<file path="config.mk">
export PLATFORM = sky130hd
export DESIGN_NAME = srl_ctrl
export DESIGN_NICKNAME = d
export VERILOG_FILES = /design/src/rtl/srl_pkg.sv /design/src/rtl/srl_ctrl.sv
export SDC_FILE = /design/constraint.sdc
export NUM_CORES = 1
export LEC_CHECK = 0
export ABC_AREA = 1
export BUFFER_PORTS_ARGS = -buffer_cell sky130_fd_sc_hd__buf_2
export CELL_PAD_IN_SITES_DETAIL_PLACEMENT = 1
export CELL_PAD_IN_SITES_GLOBAL_PLACEMENT = 1
export CORE_MARGIN = 10
export CORE_UTILIZATION = 35
export CTS_CLUSTER_SIZE = 16
export DETAILED_ROUTE_END_ITERATION = 8
export PLACE_DENSITY_LB_ADDON = 0.1
export RECOVER_POWER = 100
export REMOVE_ABC_BUFFERS = 1
export SLEW_MARGIN = 20
export SYNTH_ARGS = -nofsm -noshare
export SYNTH_HDL_FRONTEND = slang
export SYNTH_SLANG_ARGS = --single-unit
</file>
<file path="constraint.sdc">
create_clock -name i_clk -period 5.95 [get_ports i_clk]
set_clock_uncertainty 0.15 [all_clocks]
set_input_delay 0.2975 -clock i_clk [delete_from_list [all_inputs] [get_ports i_clk]]
set_output_delay 0.2975 -clock i_clk [all_outputs]
set_load 0.005 [all_outputs]
</file>
<file path="src/rtl/srl_pkg.sv">
package srl_pkg;

    localparam int MAX_SYMBOLS = 256;
    localparam int ADDR_W      = (MAX_SYMBOLS > 1) ? $clog2(MAX_SYMBOLS) : 1;
    localparam int CNT_W       = $clog2(MAX_SYMBOLS + 1);

    localparam int IDX_W   = 8;
    localparam int WORD_W  = 32;
    localparam int TYPE_W  = 4;
    localparam int CFG_W   = 32;
    localparam int ECNT_W  = 9;
    localparam int S_DATA_W = 144;

    localparam logic [TYPE_W-1:0] MATCH_TYPE = 4'h2;

    localparam logic OP_WRITE  = 1'b0;
    localparam logic OP_LOOKUP = 1'b1;

    localparam logic CFG_ENTRY_COUNT = 1'b0;
    localparam logic CFG_STR_BASE    = 1'b1;

    typedef struct packed {
        logic [WORD_W-1:0] start;
        logic [WORD_W-1:0] size;
        logic [TYPE_W-1:0] etype;
        logic [WORD_W-1:0] name_offset;
    } t_entry;

    typedef struct packed {
        logic              wr_en;
        logic              rd_en;
        logic [ADDR_W-1:0] rd_addr;
        logic              load_query;
        logic              out_load;
        logic              out_found;
    } t_dp_cmd;

    typedef struct packed {
        logic             hit;
        logic             out_free;
        logic [CNT_W-1:0] count;
    } t_dp_stat;

endpackage

</file>
<file path="src/rtl/srl_ctrl.sv">
module srl_ctrl (
    input  logic               i_clk,
    input  logic               i_rst_n,
    input  logic               i_s_tvalid,
    input  logic               i_s_tuser,
    output logic               o_s_tready,
    input  srl_pkg::t_dp_stat  i_stat,
    output srl_pkg::t_dp_cmd   o_cmd
);
    import srl_pkg::*;

    typedef enum logic [1:0] {
        ST_IDLE,
        ST_SCAN,
        ST_HIT,
        ST_MISS
    } t_state;

    t_state           r_state, n_state;
    logic [CNT_W-1:0] r_idx, n_idx;
    logic [CNT_W-1:0] r_n, n_n;
    logic             r_dval, n_dval;

    logic w_accept;
    logic w_hit;
    logic w_miss;

    assign o_s_tready = (r_state == ST_IDLE);
    assign w_accept   = i_s_tvalid && o_s_tready;
    assign w_hit      = r_dval && i_stat.hit;
    // all reads issued and the last one did not hit
    assign w_miss     = (r_idx == r_n) && !w_hit;

    always_comb begin
        n_state = r_state;
        n_idx   = r_idx;
        n_n     = r_n;
        n_dval  = 1'b0;
        o_cmd   = '0;
        o_cmd.rd_addr = ADDR_W'(r_idx);
        case (r_state)
            ST_IDLE: begin
                if (w_accept) begin
                    if (i_s_tuser == OP_WRITE) begin
                        o_cmd.wr_en = 1'b1;
                    end else begin
                        o_cmd.load_query = 1'b1;
                        n_idx   = '0;
                        n_n     = i_stat.count;
                        n_state = ST_SCAN;
                    end
                end
            end
            ST_SCAN: begin
                o_cmd.rd_en = (r_idx != r_n) && !w_hit;
                n_dval      = o_cmd.rd_en;
                n_idx       = r_idx + CNT_W'(o_cmd.rd_en);
                if (w_hit || w_miss) begin
                    if (i_stat.out_free) begin
                        o_cmd.out_load  = 1'b1;
                        o_cmd.out_found = w_hit;
                        n_state = ST_IDLE;
                    end else begin
                        n_state = w_hit ? ST_HIT : ST_MISS;
                    end
                end
            end
            ST_HIT, ST_MISS: begin
                // hold the last read entry until the output register frees
                if (i_stat.out_free) begin
                    o_cmd.out_load  = 1'b1;
                    o_cmd.out_found = (r_state == ST_HIT);
                    n_state = ST_IDLE;
                end
            end
            default: n_state = ST_IDLE;
        endcase
    end

    always_ff @(posedge i_clk) begin
        if (!i_rst_n) begin
            r_state <= ST_IDLE;
            r_idx   <= '0;
            r_n     <= '0;
            r_dval  <= 1'b0;
        end else begin
            r_state <= n_state;
            r_idx   <= n_idx;
            r_n     <= n_n;
            r_dval  <= n_dval;
        end
    end

endmodule

</file>
==> impl_metrics.tcl <==
set metrics [dict create \
    slew_viol_final 0 \
    p_switching_mw 0.108 \
    synth_seq_cells 21 \
    path_class "reg -> reg" \
    rsz0062_at_grt "no" \
    cts_hold_buf 0 \
    cp_common_cell "nand2_1" \
    clkTransAtPathRegs_ns 0.13 \
    via_per_inst 4.68 \
    pre_cts_slack_ns 3.67 \
    dp.cells 223 \
    fin_cells 227 \
    grt_pass1_wl_microns 5110 \
    p_int_mw 0.208 \
    netlist_area_sq_mm 0.00115 \
    port_buffers 28 \
    post_cts_buffers 0 \
    grt_start_max_net_pins 15 \
    setup_tns_ns 0 \
    drv_cap 0 \
    synth.top_cell.area_share_pct 36.5 \
    cp-end-kind "register" \
    worstPathMaxFanout 7 \
    setup_slack_ns 3.68 \
    fin_crit_sh_pct 38.2 \
    ys_warn_count 0 \
    holdWs_ns 0.0479 \
    async_flop_share_pct 0 \
    status "completed" \
    syn_inst 162 \
    cts_made_buffers 3 \
    core_area_sq_mm 0.00310 \
    initial_core_util_pct 37.1 \
    pin_count 29 \
    cp_cell_sequence "inv_1 > nand2_1 > nand2_1 > nand2_1 > nor2_1 > nand3_1 > nand2_1 > inv_1 > ha_1 > nand2_1 > nor2_1 > nand2_2 > nor2_1 > nand2_1 > nor2_2 > nand3_1 > nand2_1 > nor2_1" \
    vias 1063 \
    seq_power_share_pct 51.4 \
    fillCellCount 459 \
    synth_ff_type "dfxtp_1" \
    row_count 20 \
    die_x_microns 77.4 \
    clk_latency_ns 0.31 \
    gr-total-overflow 0 \
    p_sw_share_pct 34.3 \
    cts_buffer_depth 2 \
    die_y_microns 77.4 \
    antenna_left 0 \
    ctsHtreeMaxLevel 1 \
    grt_use_total_pct 10.2 \
    area_growth_pct 9.13 \
    wl_per_cell_microns 13.3 \
    fmax_mhz 440 \
    crit_family "simple AND/OR/NAND/NOR gates" \
    remaining_drc_errors 0 \
    grt_pass1_vias 1097 \
    arrival_ns 2.34 \
    synth_area_leader_cell "dfxtp_1" \
    synthTopCellsByArea "dfxtp_1 37%, nand2_1 7.8%, inv_1 6.8%, nor2_1 6.8%, a21oi_1 6.5%" \
    finalWirelength_microns 3010 \
    crit_buf_inv 2 \
    slew_headroom_pct 69.8 \
    fin_crit_ns 2.27 \
    cts_resized 0 \
    final-setup-viol-count 0 \
    utilization_pct 40.5 \
    diodes 0 \
    first_pass_iters 4 \
    ir_worst_vdd_v 0.0000879 \
    power_leakage_nw 0.569 \
    fin_nets 201 \
    drive_gt1_share_pct 13.7 \
    cts-root-buf "clkbuf_4" \
    synth-edff-count 0 \
    synth_top_cells_by_count "24 x nand2_1, 21 x dfxtp_1, 21 x inv_1, 21 x nor2_1, 15 x a21oi_1" \
    hold_class "in -> reg" \
    dieArea_sq_mm 0.00598 \
    drtIter0Drc 37 \
    worst_slew_pin_slew_ns 0.452 \
    crit_required_ns 6.02 \
    gp_congestion 0.735 \
    power_density_mw_per_mm2 252 \
    antenna_found_initial 0 \
    synth_most_common_cell "nand2_1" \
    cts_tree "done" \
    max_stage_delay_ns 0.47 \
    final_hold_viol_count 0 \
    critPathLaunchType "register" \
    critPathSlowestCell "dfxtp_1" \
    ys_seq_area_share_pct 36.5 \
    avgSynthCellArea_sq_um 7.11 \
    cts.sinks 21 \
    dp_hpwl_microns 2460 \
    synth_cell_types 28 \
    share_comb_of_total_power_pct 25.4 \
    pwr-share-clk_pct 23.2 \
]
metal layers:
metal	vias to the layer above	GRT usage, %	share of wire [%]
li1	552	-	-
met1	489	12.8	46
met2	20	16.6	48
met3	2	3.11	5.0
met4	0	2.74	0.33
met5	-	0	0
registers in the layout (all words and copies together) (netlist names):
name     count
r_dval       1
r_idx        9
r_n          9
r_state      2
final timing paths:
check,startpoint,slack (ns),endpoint,depth (start not counted)
hold reg to reg,r_n[6],0.33,r_n[6],2
setup reg to reg,r_idx[3],3.68,r_idx[7],18
setup / recovery,r_idx[3],3.68,r_idx[7],18
hold / removal,i_stat[5],0.05,r_n[5],3
layout make-up:
cell class                      count  area, sq um  area share (%)
Inverter                           23         86.3            6.87
Clock buffer                        3         22.5            1.79
Sequential cell                    21          420            33.5
Clock inverter                      1         7.51           0.598
Tap cell                           44         55.1            4.38
Multi-Input combinational cell    107          539            42.9
Timing Repair Buffer               28          125            9.96
kinds of logic (layout without fill, tap and decap cells):
logic type / after synthesis / count (layout) / share of synthesized area (%)
buffers and inverters: 34 / 55 / 14.1
XOR/XNOR: 6 / 6 / 4.57
flip-flops: 21 / 21 / 36.5
AND/OR/NAND/NOR: 68 / 68 / 28.9
AO/OA/AOI/OAI: 31 / 31 / 13.7
adder cells (fa/ha/maj): 2 / 2 / 2.17
power by group through the flow:
stage / combinational, mW / sequential, mW / clock (mW)
after floorplan: 0.0557 / 0.164 / 0
after global placement: 0.0839 / 0.166 / 0
after detailed placement: 0.0854 / 0.167 / 0
after CTS: 0.0859 / 0.163 / 0.0775
after global routing: 0.0959 / 0.164 / 0.0831
final: 0.0805 / 0.162 / 0.0733
through the flow:
| stage | instance area (sq um) | total power, mW |
|---|---|---|
| floorplan | 1070 | 0.220 |
| global placement | 1270 | 0.250 |
| detailed placement | 1270 | 0.252 |
| CTS | 1300 | 0.327 |
| global route | 1260 | 0.343 |
| finish | 1260 | 0.316 |
worst register-to-register path: cells and delay by family, from the launching register on:
kind,cells,cell delay [ns]
adder cells (fa/ha/maj),1,0.16
flip-flops,1,0.47
buffers and inverters,2,0.15
AND/OR/NAND/NOR,15,1.26
placed cells by master, fill, tap and decap left out:
cell	instances
a21oi_1	15
and3_1	2
buf_2	16
clkbuf_1	12
clkbuf_4	3
clkinvlp_4	1
dfxtp_1	21
ha_1	2
inv_1	23
nand2_1	25
nand2_2	1
nand2_4	2
nand3_1	8
nand4_1	1
nor2_1	23
nor2_2	1
nor3_1	2
nor3b_1	1
nor4_1	1
o211ai_1	1
o21ai_0	14
o21ai_1	1
or2_2	1
xnor2_1	3
xor2_1	3
(Power assumes the default switching activity.)
